==> config.mk <==
export PLATFORM = sky130hd
export DESIGN_NAME = weighted_centered_moving_average
export DESIGN_NICKNAME = d
export VERILOG_FILES = /design/src/hdl/wcma_pkg.sv /design/src/hdl/wcma_cell.sv /design/src/hdl/wcma_div.sv /design/src/hdl/weighted_centered_moving_average.sv
export VERILOG_INCLUDE_DIRS = /design/src /design/src/hdl
export SDC_FILE = /design/constraint.sdc
export NUM_CORES = 2
export LEC_CHECK = 0
export ABC_AREA = 1
export BUFFER_PORTS_ARGS = -buffer_cell sky130_fd_sc_hd__buf_4
export CAP_MARGIN = 10
export CORE_MARGIN = 5
export CORE_UTILIZATION = 55
export CTS_BUF_LIST = sky130_fd_sc_hd__clkbuf_4 sky130_fd_sc_hd__clkbuf_8
export CTS_CLUSTER_DIAMETER = 100
export DETAILED_ROUTE_END_ITERATION = 8
export PLACE_DENSITY = 0.71
export SYNTH_ARGS = -nofsm -noshare
export SYNTH_HDL_FRONTEND = slang
export SYNTH_SLANG_ARGS = --single-unit
==> constraint.sdc <==
create_clock -name aclk -period 12.8 [get_ports aclk]
set_clock_uncertainty 0.2 [all_clocks]
set_input_delay 1.28 -clock aclk [delete_from_list [all_inputs] [get_ports aclk]]
set_output_delay 1.28 -clock aclk [all_outputs]
set_load 0.02 [all_outputs]
==> src/hdl/assert_macros.svh <==
// ----------------------------------------------------------------------------
// Assertion macros
// Shared concurrent assertion forms for the moving average block.
// ----------------------------------------------------------------------------
`ifndef ASSERT_MACROS_SVH
`define ASSERT_MACROS_SVH

// Property checked on every rising clock edge while reset is released.
`define WCMA_ASSERT(lbl, clk, rstn, prop, msg) \
    lbl: assert property (@(posedge clk) disable iff (!rstn) prop) else $error(msg);

// Property checked on every rising clock edge, also during reset.
`define WCMA_ASSERT_ALWAYS(lbl, clk, prop, msg) \
    lbl: assert property (@(posedge clk) prop) else $error(msg);

`endif

==> src/hdl/wcma_pkg.sv <==
// ----------------------------------------------------------------------------
// wcma_pkg
// Sizes, types and sequencer states of the weighted centered moving average.
// ----------------------------------------------------------------------------
package wcma_pkg;

    // Window geometry.
    localparam int HALF   = 8;
    localparam int WIN    = 2 * HALF + 1;
    localparam int IDX_W  = $clog2(WIN);
    localparam int SEEN_W = $clog2(WIN + 1);
    localparam int LAG_W  = $clog2(HALF + 1);

    // Field widths fixed by the item format.
    localparam int SMP_W      = 16;
    localparam int WGT_W      = 16;
    localparam int TAP_IDX_W  = 5;
    localparam int S_TDATA_W  = 40;
    localparam int M_TDATA_W  = 16;

    // Arithmetic widths.
    localparam int PROD_W = SMP_W + WGT_W + 1;
    localparam int ACC_W  = PROD_W + IDX_W;
    localparam int WSUM_W = WGT_W + IDX_W;
    localparam int Q_W    = SMP_W + 1;
    localparam int DSH_W  = WSUM_W + Q_W - 1;
    localparam int STEP_W = $clog2(Q_W);

    // Request kinds carried in tuser.
    localparam logic REQ_WEIGHT = 1'b0;
    localparam logic REQ_SAMPLE = 1'b1;

    typedef logic signed [SMP_W-1:0] smp_t;
    typedef logic        [WGT_W-1:0] wgt_t;

    typedef enum logic [2:0] {
        S_IDLE,
        S_MAC,
        S_DRAIN,
        S_START,
        S_DIV,
        S_EMIT
    } state_t;

endpackage

==> src/hdl/wcma_cell.sv <==
// ----------------------------------------------------------------------------
// wcma_cell
// One window tap: holds a sample that moves toward the oldest end on each
// new stream sample, and the weight loaded for this tap position.
// ----------------------------------------------------------------------------
module wcma_cell (
    input  logic          aclk,
    input  logic          aresetn,
    input  logic          shift_en,
    input  wcma_pkg::smp_t smp_in,
    input  logic          wr_en,
    input  wcma_pkg::wgt_t wgt_in,
    output wcma_pkg::smp_t smp_out,
    output wcma_pkg::wgt_t wgt_out
);

    wcma_pkg::smp_t smp_reg;
    wcma_pkg::wgt_t wgt_reg;

    // The sample moves to the neighbor when a new sample enters the chain.
    always_ff @(posedge aclk) begin
        if (shift_en) begin
            smp_reg <= smp_in;
        end
    end

    // Weights start at zero and change only on a weight load.
    always_ff @(posedge aclk) begin
        if (!aresetn) begin
            wgt_reg <= '0;
        end else if (wr_en) begin
            wgt_reg <= wgt_in;
        end
    end

    assign smp_out = smp_reg;
    assign wgt_out = wgt_reg;

endmodule

==> src/hdl/wcma_div.sv <==
// ----------------------------------------------------------------------------
// wcma_div
// Restoring divider, one quotient bit per cycle. Divides the signed weighted
// sum by the weight sum, truncates toward zero and saturates to 16 bits.
// ----------------------------------------------------------------------------
module wcma_div (
    input  logic                                 aclk,
    input  logic                                 aresetn,
    input  logic                                 start,
    input  logic signed [wcma_pkg::ACC_W-1:0]    dividend,
    input  logic        [wcma_pkg::WSUM_W-1:0]   divisor,
    output logic                                 done,
    output wcma_pkg::smp_t                       mean
);

    logic [wcma_pkg::ACC_W-1:0]  rem_reg,  rem_next;
    logic [wcma_pkg::DSH_W-1:0]  dsh_reg,  dsh_next;
    logic [wcma_pkg::Q_W-1:0]    q_reg,    q_next;
    logic [wcma_pkg::STEP_W-1:0] step_reg, step_next;
    logic                        neg_reg,  neg_next;
    logic                        busy_reg, busy_next;
    logic                        done_reg, done_next;
    logic [wcma_pkg::ACC_W-1:0]  trial;
    logic                        fits;
    logic [wcma_pkg::Q_W-1:0]    q_neg;

    // One trial subtraction of the shifted divisor per cycle.
    always_comb begin
        trial     = rem_reg - wcma_pkg::ACC_W'(dsh_reg);
        fits      = rem_reg >= wcma_pkg::ACC_W'(dsh_reg);
        rem_next  = rem_reg;
        dsh_next  = dsh_reg;
        q_next    = q_reg;
        step_next = step_reg;
        neg_next  = neg_reg;
        busy_next = busy_reg;
        done_next = 1'b0;
        if (start) begin
            neg_next  = dividend[wcma_pkg::ACC_W-1];
            rem_next  = dividend[wcma_pkg::ACC_W-1] ? (-dividend) : dividend;
            dsh_next  = {divisor, {(wcma_pkg::Q_W-1){1'b0}}};
            q_next    = '0;
            step_next = wcma_pkg::STEP_W'(wcma_pkg::Q_W - 1);
            busy_next = 1'b1;
        end else if (busy_reg) begin
            if (fits) begin
                rem_next = trial;
            end
            q_next    = {q_reg[wcma_pkg::Q_W-2:0], fits};
            dsh_next  = dsh_reg >> 1;
            step_next = step_reg - 1'b1;
            if (step_reg == '0) begin
                busy_next = 1'b0;
                done_next = 1'b1;
            end
        end
    end

    always_ff @(posedge aclk) begin
        rem_reg  <= rem_next;
        dsh_reg  <= dsh_next;
        q_reg    <= q_next;
        step_reg <= step_next;
        neg_reg  <= neg_next;
    end

    always_ff @(posedge aclk) begin
        if (!aresetn) begin
            busy_reg <= 1'b0;
            done_reg <= 1'b0;
        end else begin
            busy_reg <= busy_next;
            done_reg <= done_next;
        end
    end

    // Apply the sign and clamp the magnitude to the 16-bit range.
    always_comb begin
        q_neg = -q_reg;
        if (neg_reg) begin
            if (q_reg > wcma_pkg::Q_W'(32768)) begin
                mean = 16'sh8000;
            end else begin
                mean = q_neg[wcma_pkg::SMP_W-1:0];
            end
        end else begin
            if (q_reg > wcma_pkg::Q_W'(32767)) begin
                mean = 16'sh7fff;
            end else begin
                mean = q_reg[wcma_pkg::SMP_W-1:0];
            end
        end
    end

    assign done = done_reg;

endmodule

==> src/hdl/weighted_centered_moving_average.sv <==
// Items are taken one at a time; a weight load completes when it is accepted,
// while a sample that yields k results holds the input for the 17-step tap walk
// of the shared multiply-accumulate and the 17-step divider per result.
// Reset: aresetn low clears all weights, the stream count and the output valid flag.
// ----------------------------------------------------------------------------
// weighted_centered_moving_average
// Centered weighted moving average with weight renormalization at the stream
// edges, built as a chain of tap cells with a shared MAC and divider.
// ----------------------------------------------------------------------------
`include "assert_macros.svh"

module weighted_centered_moving_average (
    input  logic                            aclk,
    input  logic                            aresetn,
    input  logic                            s_tvalid,
    output logic                            s_tready,
    // tap_index [4:0], tap_weight [20:5], sample [36:21], zero fill [39:37]
    input  logic [wcma_pkg::S_TDATA_W-1:0]  s_tdata,
    // req_type
    input  logic                            s_tuser,
    input  logic                            s_tlast,
    output logic                            m_tvalid,
    input  logic                            m_tready,
    // mean [15:0]
    output logic [wcma_pkg::M_TDATA_W-1:0]  m_tdata,
    // zero_weight
    output logic                            m_tuser,
    output logic                            m_tlast
);

    localparam int IW = wcma_pkg::IDX_W;

    wcma_pkg::state_t state_reg, state_next;

    logic [IW-1:0]                    tap_reg, tap_next;
    logic [wcma_pkg::LAG_W-1:0]       lag_reg, lag_next;
    logic                             flush_reg, flush_next;
    logic [wcma_pkg::SEEN_W-1:0]      seen_reg, seen_next;
    logic signed [wcma_pkg::ACC_W-1:0] acc_reg, acc_next;
    logic [wcma_pkg::WSUM_W-1:0]      wsum_reg, wsum_next;
    logic signed [wcma_pkg::PROD_W-1:0] prod_reg, prod_next;
    logic [wcma_pkg::WGT_W-1:0]       pw_reg, pw_next;
    logic                             pv_reg, pv_next;
    logic                             m_tvalid_reg, m_tvalid_next;
    logic [wcma_pkg::M_TDATA_W-1:0]   m_tdata_reg, m_tdata_next;
    logic                             m_tuser_reg, m_tuser_next;
    logic                             m_tlast_reg, m_tlast_next;

    logic                             in_xfer;
    logic                             smp_xfer;
    logic                             wgt_xfer;
    logic [wcma_pkg::TAP_IDX_W-1:0]   in_tap;
    wcma_pkg::wgt_t                   in_wgt;
    wcma_pkg::smp_t                   in_smp;
    logic [wcma_pkg::SEEN_W-1:0]      seen_inc;
    logic [wcma_pkg::LAG_W-1:0]       flush_top;
    logic                             out_free;
    logic                             div_start;
    logic                             div_done;
    wcma_pkg::smp_t                   div_mean;

    wcma_pkg::smp_t                   cell_smp [wcma_pkg::WIN];
    wcma_pkg::wgt_t                   cell_wgt [wcma_pkg::WIN];

    logic [IW:0]                      lag_sum;
    logic [IW:0]                      tap_ext;
    logic [IW:0]                      tap_dist;
    logic [IW:0]                      rd_full;
    logic                             tap_valid;
    wcma_pkg::smp_t                   smp_sel;
    wcma_pkg::wgt_t                   wgt_sel;

    // Unpack the input transfer.
    assign in_xfer  = s_tvalid && s_tready;
    assign smp_xfer = in_xfer && (s_tuser == wcma_pkg::REQ_SAMPLE);
    assign wgt_xfer = in_xfer && (s_tuser == wcma_pkg::REQ_WEIGHT);
    assign in_tap   = s_tdata[4:0];
    assign in_wgt   = s_tdata[20:5];
    assign in_smp   = s_tdata[36:21];

    // Row of tap cells; the newest sample enters at the top end.
    for (genvar i = 0; i < wcma_pkg::WIN; i++) begin : g_cell
        wcma_pkg::smp_t chain_in;
        logic           wr_en;
        if (i == wcma_pkg::WIN - 1) begin : g_top
            assign chain_in = in_smp;
        end else begin : g_mid
            assign chain_in = cell_smp[i+1];
        end
        assign wr_en = wgt_xfer && (int'(in_tap) == i);
        wcma_cell u_cell (
            .aclk     (aclk),
            .aresetn  (aresetn),
            .shift_en (smp_xfer),
            .smp_in   (chain_in),
            .wr_en    (wr_en),
            .wgt_in   (in_wgt),
            .smp_out  (cell_smp[i]),
            .wgt_out  (cell_wgt[i])
        );
    end

    // Shared divider.
    wcma_div u_div (
        .aclk     (aclk),
        .aresetn  (aresetn),
        .start    (div_start),
        .dividend (acc_reg),
        .divisor  (wsum_reg),
        .done     (div_done),
        .mean     (div_mean)
    );

    // Stream count after this sample, saturating at the window size.
    assign seen_inc  = (seen_reg < wcma_pkg::SEEN_W'(wcma_pkg::WIN)) ?
                       (seen_reg + 1'b1) : seen_reg;
    assign flush_top = (seen_inc > wcma_pkg::SEEN_W'(wcma_pkg::HALF)) ?
                       wcma_pkg::LAG_W'(wcma_pkg::HALF) :
                       wcma_pkg::LAG_W'(seen_inc - 1'b1);
    assign out_free  = !m_tvalid_reg || m_tready;

    // Tap selection: weight t pairs with the sample lag + HALF - t back.
    always_comb begin
        lag_sum   = (IW+1)'(lag_reg) + (IW+1)'(wcma_pkg::HALF);
        tap_ext   = (IW+1)'(tap_reg);
        tap_dist  = lag_sum - tap_ext;
        rd_full   = (IW+1)'(wcma_pkg::WIN - 1) - tap_dist;
        tap_valid = (tap_ext <= lag_sum) && (tap_dist < (IW+1)'(seen_reg));
        wgt_sel   = cell_wgt[tap_reg];
        smp_sel   = tap_valid ? cell_smp[rd_full[IW-1:0]] : '0;
    end

    // Next state.
    always_comb begin
        state_next = state_reg;
        unique case (state_reg)
            wcma_pkg::S_IDLE: begin
                if (smp_xfer && (s_tlast ||
                        seen_inc > wcma_pkg::SEEN_W'(wcma_pkg::HALF))) begin
                    state_next = wcma_pkg::S_MAC;
                end
            end
            wcma_pkg::S_MAC: begin
                if (tap_reg == IW'(wcma_pkg::WIN - 1)) begin
                    state_next = wcma_pkg::S_DRAIN;
                end
            end
            wcma_pkg::S_DRAIN: state_next = wcma_pkg::S_START;
            wcma_pkg::S_START: state_next = wcma_pkg::S_DIV;
            wcma_pkg::S_DIV: begin
                if (div_done) begin
                    state_next = wcma_pkg::S_EMIT;
                end
            end
            wcma_pkg::S_EMIT: begin
                if (out_free) begin
                    if (flush_reg && lag_reg != '0) begin
                        state_next = wcma_pkg::S_MAC;
                    end else begin
                        state_next = wcma_pkg::S_IDLE;
                    end
                end
            end
            default: state_next = wcma_pkg::S_IDLE;
        endcase
    end

    // State-decoded controls.
    always_comb begin
        s_tready  = 1'b0;
        div_start = 1'b0;
        unique case (state_reg)
            wcma_pkg::S_IDLE:  s_tready  = 1'b1;
            wcma_pkg::S_START: div_start = 1'b1;
            default: begin
                s_tready  = 1'b0;
                div_start = 1'b0;
            end
        endcase
    end

    // Datapath: stream count, MAC walk, result hand-off to the output stage.
    always_comb begin
        tap_next      = tap_reg;
        lag_next      = lag_reg;
        flush_next    = flush_reg;
        seen_next     = seen_reg;
        acc_next      = acc_reg;
        wsum_next     = wsum_reg;
        // Both factors are zero for a tap outside the stream.
        pw_next       = tap_valid ? wgt_sel : '0;
        prod_next     = smp_sel * $signed({1'b0, pw_next});
        pv_next       = (state_reg == wcma_pkg::S_MAC);
        m_tvalid_next = m_tvalid_reg && !m_tready;
        m_tdata_next  = m_tdata_reg;
        m_tuser_next  = m_tuser_reg;
        m_tlast_next  = m_tlast_reg;

        if (pv_reg) begin
            acc_next  = acc_reg + wcma_pkg::ACC_W'(prod_reg);
            wsum_next = wsum_reg + wcma_pkg::WSUM_W'(pw_reg);
        end

        if (smp_xfer) begin
            seen_next  = seen_inc;
            flush_next = s_tlast;
            lag_next   = s_tlast ? flush_top : wcma_pkg::LAG_W'(wcma_pkg::HALF);
            tap_next   = '0;
            acc_next   = '0;
            wsum_next  = '0;
        end

        if (state_reg == wcma_pkg::S_MAC) begin
            tap_next = tap_reg + 1'b1;
        end

        if (state_reg == wcma_pkg::S_EMIT && out_free) begin
            m_tvalid_next = 1'b1;
            m_tuser_next  = (wsum_reg == '0);
            m_tdata_next  = (wsum_reg == '0) ? '0 : div_mean;
            m_tlast_next  = flush_reg && (lag_reg == '0);
            tap_next      = '0;
            acc_next      = '0;
            wsum_next     = '0;
            if (flush_reg) begin
                if (lag_reg == '0) begin
                    seen_next = '0;
                end else begin
                    lag_next = lag_reg - 1'b1;
                end
            end
        end
    end

    // Payload registers.
    always_ff @(posedge aclk) begin
        tap_reg     <= tap_next;
        lag_reg     <= lag_next;
        flush_reg   <= flush_next;
        acc_reg     <= acc_next;
        wsum_reg    <= wsum_next;
        prod_reg    <= prod_next;
        pw_reg      <= pw_next;
        m_tdata_reg <= m_tdata_next;
        m_tuser_reg <= m_tuser_next;
        m_tlast_reg <= m_tlast_next;
    end

    // Control registers.
    always_ff @(posedge aclk) begin
        if (!aresetn) begin
            state_reg    <= wcma_pkg::S_IDLE;
            seen_reg     <= '0;
            pv_reg       <= 1'b0;
            m_tvalid_reg <= 1'b0;
        end else begin
            state_reg    <= state_next;
            seen_reg     <= seen_next;
            pv_reg       <= pv_next;
            m_tvalid_reg <= m_tvalid_next;
        end
    end

    assign m_tvalid = m_tvalid_reg;
    assign m_tdata  = m_tdata_reg;
    assign m_tuser  = m_tuser_reg;
    assign m_tlast  = m_tlast_reg;

    // Checks on the sequencer and result formatting.
    `WCMA_ASSERT(a_seen_range, aclk, aresetn, seen_reg <= wcma_pkg::SEEN_W'(wcma_pkg::WIN), "stream count beyond window")
    `WCMA_ASSERT(a_zero_mean, aclk, aresetn, (m_tvalid && m_tuser) |-> (m_tdata == '0), "zero weight result with nonzero mean")
    `WCMA_ASSERT(a_walk_end, aclk, aresetn, (state_reg == wcma_pkg::S_MAC && tap_reg == IW'(wcma_pkg::WIN - 1)) |=> (state_reg == wcma_pkg::S_DRAIN), "tap walk overran the window")

endmodule
# --- After elaboration in Yosys (flattened, before gate mapping) ---
# Cells that the tools add are included.
classes:
  order_cmp: 9
  addsub: 13
  reduce_logical: 43
  mux: 43
  multipliers: 1
  n_bitwise: 5
  eq_ne: 26
op_table:
  columns: ["op", "n"]
  rows:
  - ["16-bit binary-select mux with 5-bit select", 2]
  - ["38-bit 2-to-1 mux", 4]
  - ["16-bit 2-to-1 mux", 9]
  - ["37-bit 2-to-1 mux", 2]
  - ["5-bit == test, second input constant", 10]
  - ["38-bit by 33-bit adder with 38-bit output", 1]
  - ["38-bit by 37-bit >= comparator with 1-bit output", 1]
  - ["38-bit negation", 1]
  - ["38-bit by 37-bit subtractor with 38-bit output", 1]
  - ["5-bit 2-to-1 mux", 7]
  - ["16-bit by 17-bit multiplier with 33-bit output", 1]
  - ["1-bit logical AND", 26]
  - ["4-bit 2-to-1 mux", 6]
  - ["21-bit by 16-bit adder with 21-bit output", 1]
  - ["21-bit zero test", 1]
  - ["5-bit by 4-bit == test with 1-bit output, second input constant", 4]
  - ["3-bit one-hot mux with 6 select lines", 1]
  - ["17-bit by 15-bit > comparator with 1-bit output, second input constant", 1]
  - ["17-bit by 16-bit > comparator with 1-bit output, second input constant", 1]
  - ["16-bit negation", 1]
  - ["6-bit >= comparator, second input constant", 2]
  - ["3-bit 2-to-1 mux", 4]
  - ["5-bit NOT with 6-bit output", 2]
  - ["5-bit by 1-bit adder with 5-bit output, second input constant", 2]
  - ["other kinds (29)", 49]
totals:
  output_inout_bits: 20
  inputBits: 46
  reg_bits: 790
  elab_cells: 196

# --- Longest topological paths before layout ---
logic_depth:
  ltp_word: 9
  depth_mapped: 47
  mapped_depth_nobuf: 44

# --- Hierarchy ---
# A second synthesis with hierarchy kept.
hier_totals:
  hier_cells: 6899
  hier_area_um2: 51331.7
by_module_without_submodules:
  columns: ["mod", "cells_each", "seq_area_each_um2", "instances", "area_per_inst_um2"]
  rows:
  - ["weighted_centered_moving_average", 3610, 3113.0, 1, 23473.8]
  - ["wcma_cell", 117, 800.8, 17, 1154.9]
  - ["wcma_div", 1300, 2602.5, 1, 8225.4]

# --- Worst setup path after synthesis ---
# Ideal clock, no wire load.
synth_timing:
  kind: "input port to flip-flop"
  startpoint: "input s_tvalid"
  endpoint: "register lag_reg[1] (netlist bit)"
  t_arrival_ns: 9.788
  t_required_ns: 12.482
  setup_ns: 0.118
  slack_ns: 2.694
  cell_stages: 6
  path_cell_list: "nand2_1 nor2_1 clkbuf_1 o221ai_1 nand2_1 inv_1"
synth_between:
  elab_chain_len: 6
synth_lines:
  columns: ["element", "line_no", "rtl"]
  rows:
  - ["start, declared", "weighted_centered_moving_average.sv:15", "input logic s_tvalid,"]
  - ["1-bit logical AND *", "weighted_centered_moving_average.sv:74", "assign in_xfer = s_tvalid && s_tready;"]
  - ["1-bit logical AND *", "weighted_centered_moving_average.sv:75", "assign smp_xfer = in_xfer && (s_tuser == wcma_pkg::REQ_SAMPLE);"]
  - ["net g_cell[0].u_cell.shift_en", "wcma_cell.sv:9", "input logic shift_en,"]
  - ["4-bit 2-to-1 mux *", "weighted_centered_moving_average.sv:204", "if (smp_xfer) begin"]
  - ["4-bit 2-to-1 mux", "weighted_centered_moving_average.sv:226", "if (lag_reg == '0) begin"]
  - ["4-bit 2-to-1 mux", "weighted_centered_moving_average.sv:225", "if (flush_reg) begin"]
  - ["4-bit 2-to-1 mux *", "weighted_centered_moving_average.sv:217", "if (state_reg == wcma_pkg::S_EMIT && out_free) begin"]
  - ["net lag_next (one bit)", "weighted_centered_moving_average.sv:36", "logic [wcma_pkg::LAG_W-1:0] lag_reg, lag_next;"]
  - ["end signal, assigned", "weighted_centered_moving_average.sv:238", "lag_reg <= lag_next;"]
  - ["end, declared", "weighted_centered_moving_average.sv:36", null]
# The timed path passes the listed nets; every way through them passes the cells marked *.
# A chain may end at the register's enable or synchronous reset.

# --- Worst setup path in the final report ---
layout_timing:
  startpoint: "register tap_reg[2]"
  endpoint: "register prod_reg[32] (netlist bit)"
layout_between:
  word_cells_on_any_way: 16
  classes_between: "2 x add/sub; 1 x mul; 2 x order compare; 8 x mux; 2 x bitwise; 1 x reduce/logical"
layout_lines:
  columns: ["element", "line_no", "rtl"]
  rows:
  - ["start, declared", "weighted_centered_moving_average.sv:35", "logic [IW-1:0] tap_reg, tap_next;"]
  - ["start signal, assigned", "weighted_centered_moving_average.sv:237", "tap_reg <= tap_next;"]
  - ["parallel branches: the longest is 4 deep, another holds 5-bit by 5-bit subtractor with 6-bit output", null, null]
  - ["16-bit 2-to-1 mux *", "weighted_centered_moving_average.sv:191", "pw_next = tap_valid ? wgt_sel : '0;"]
  - ["net pw_next (one bit)", "weighted_centered_moving_average.sv:42", "logic [wcma_pkg::WGT_W-1:0] pw_reg, pw_next;"]
  - ["16-bit by 17-bit multiplier with 33-bit output *", "weighted_centered_moving_average.sv:192", "prod_next = smp_sel * $signed({1'b0, pw_next});"]
  - ["net prod_next (one bit)", "weighted_centered_moving_average.sv:41", "logic signed [wcma_pkg::PROD_W-1:0] prod_reg, prod_next;"]
  - ["end signal, assigned", "weighted_centered_moving_average.sv:242", "prod_reg <= prod_next;"]
  - ["end, declared", "weighted_centered_moving_average.sv:41", null]
# Mark *: on every way through the listed nets, which the timed path passes. The select of a mux whose other input is x is not followed.

==> impl_results.md <==
- Setup TNS: 0 ns
- Place WS: ~2.8 ns
- Antenna-violating nets left: 0
- Area grow syn2layout: 8.30%
- Final Hold Fails: 0
- Die footprint: 94400 um2
- Rel. slew slack: 19.9%
- Slack of the critical path: 2.51 ns
- Crit path max-delay family: adder cells
- Max-cap viol count: 0
- CTS tree: built
- Area of the multi-input gates: 25000 um2
- CTS Root Cell: clkbuf_8
- Synth warnings: 0
- Fillers: 7988
- CP Capture Type: register
- Number of port buffers: 62
- Initial Util: 55.2%
- RSZ-0062 raised after global routing: false
- CP max FO: 41
- Synthesized area: between 40000 and 50000 um2
- Clk slew on worst S/H paths: 0.06 ns
- CTS Hold Buffers Added: 0
- CP max stage delay: 0.76 ns
- Nets@finish: 6530
- Slew Viols, Final: 0
- Most frequent cell after synthesis: nand2_1
- Sequential area share after synthesis: 39.8%
- Core Util, Final: between 50% and 60%
- Fin crit period: 10.29 ns
- Buf+Inv Stages, Crit Path: 12
- Worst hold stages: 0
- Fmax: 97.2 MHz
- Ports: 66
- Clk Latency, worst-skew pair: 0.85 ns
- Postcts setup bufs: 0
- Async S/R FF share, synth: 0%
- Cell count after synthesis: between 6000 and 7000
- Share of the synthesized area in the top cell type: 21.7%
- Share of layout cells above drive strength 1: 7.18%
- R2R Setup Slk: 2.51 ns
- Worst-Margin Slew: 1.20 ns
- Largest net degree at the start of global routing: 194
- Post-cts sizing count: 0
- Worst-case reg-to-reg path depth: 40
- Vias after detailed routing: 41700
- Residual DRC count: 0
- Min-delay worst type: register to register
- Critical path depth: 40
- Initial antenna violation count: 1
- Vias in the first global route: 39500
- GP Congestion: 0.976
- Worst Setup EP: prod_reg[32]$_DFF_P_
- # rows: 109
- Tcrit/Tclk final: 80.4%
- Post-DP HPWL: 94200 um
- Hold path startpoint: g_cell[10].u_cell.smp_out[10]$_DFFE_PP_
- Syn nets: 6567
- Die W: approximately 300 um
- Area contributors post-synth: edfxtp_1, dfxtp_1, nand2_1, fa_1, inv_1
- Synth unique cells: 60
- Core area: 88000 um2
- Crit Path Class: register to register
- 1st-iter DRT viols: 4169
- GRT Util Overall: 28.0%
- Number of synthesized flops with an enable pin: 351
- Final setup viols: 0
- Critical Path Source: tap_reg[2]$_SDFFE_PP0P_
- Top cell by count, worst path: inv_1
- Grt ovf: 0
- CP arrival: 10.80 ns
- Synth Register Bits: 790
- First-pass GRT wire length: 213000 um
- Worst Path Required: roughly 13 ns
- Leading area contributor after synthesis: edfxtp_1
- Seq. cell area: approximately 19000 um2
- Synth top cells by count: nand2_1, inv_1, nor2_1, a21oi_1, o21ai_0
- TritonCTS buffer count: about 140
- Routed WL: 134000 um
- Hold WS: around 0.22 ns
- Slowest cell on the critical path: inv_1
- R2R Path Start: tap_reg[2]$_SDFFE_PP0P_
- Post-detailed-route wirelength per cell: 18.3 um
- R2R Path End: prod_reg[32]$_DFF_P_
- H-tree Lvls: 4
- Die span in y: 307 um
- Ys flop type: dfxtp_1
- Sink Count: 790
- DR vias/cell: between 5 and 6
- Critical Path Start Type: register
- DR pass1 iterations: 6
- Clock buffer depth: 3
- Status: completed
- Avg Cell Area, Syn: 7.97 um2
## kinds of logic after synthesis
family	after synthesis	synth area share [%]
DFF	790	39.8
AOI/OAI and AO/OA	1355	15.4
xor gates and xnor gates	71	1.28
and+or+nand+nor	2363	20.6
adders and majority gates	428	14.1
buffers and inverters	1083	8.82
muxes	3	0.0618
## layout make-up
class,count,area share (%)
multi-input cells,4220,47.6
flip-flops and latches,790,36.8
repair buffers,104,1.53
clock buffers,202,4.73
well taps,1165,2.77
inverters,802,5.73
diodes,1,0.00476
clock inverters,49,0.866
## per-layer routing
metal / track usage (%) / up-vias / part of all wire [%]
li1: - / 20200 / -
met1: 39.6 / 19600 / 43
met2: 44.2 / 1683 / 45
met3: 5.50 / 236 / 8.7
met4: 8.61 / 0 / 2.8
met5: 0 / - / 0
## how the worst min path moves through the flow
stage | endpoint
after floorplan | u_div.neg_reg$_DFFE_PP_
after global placement | g_cell[10].u_cell.smp_out[14]$_DFFE_PP_
after detailed placement | g_cell[10].u_cell.smp_out[11]$_DFFE_PP_
after CTS | g_cell[13].u_cell.smp_out[0]$_DFFE_PP_
after global routing | g_cell[9].u_cell.smp_out[10]$_DFFE_PP_
final | g_cell[9].u_cell.smp_out[10]$_DFFE_PP_
## placed cells by master, fill, tap and decap left out, types with 8 or more instances in the layout
master,n
nand2_1,1151
inv_1,771
nor2_1,631
a21oi_1,547
o21ai_0,522
dfxtp_1,435
edfxtp_1,351
nand3_1,334
ha_1,228
fa_1,198
clkbuf_8,155
buf_4,102
nand4_1,97
a211oi_1,71
xor2_1,55
clkbuf_4,47
nor3_1,42
o211ai_1,40
clkinv_1,28
a22oi_1,25
o22ai_1,22
o21ai_1,21
nor4_1,21
or2_2,20
inv_2,18
nand3b_1,16
a31oi_1,16
xnor2_1,16
o21bai_1,15
nand2_2,14
o221ai_1,13
clkinv_2,11
a21o_1,11
a22o_1,10
nor2_2,8
o31ai_1,8
a21boi_0,8
## per-stage QoR
stage	cells	cell area (um2)
2_1_floorplan	6093	48600
3_3_place_gp	7081	49700
5_1_grt	7333	52600
3_5_place_dp	7081	49700
6_report	7333	52600
4_1_cts	7332	52600
Power is not shown: default switching activity piles up to over one toggle a cycle in this logic, so the estimate is an artifact.
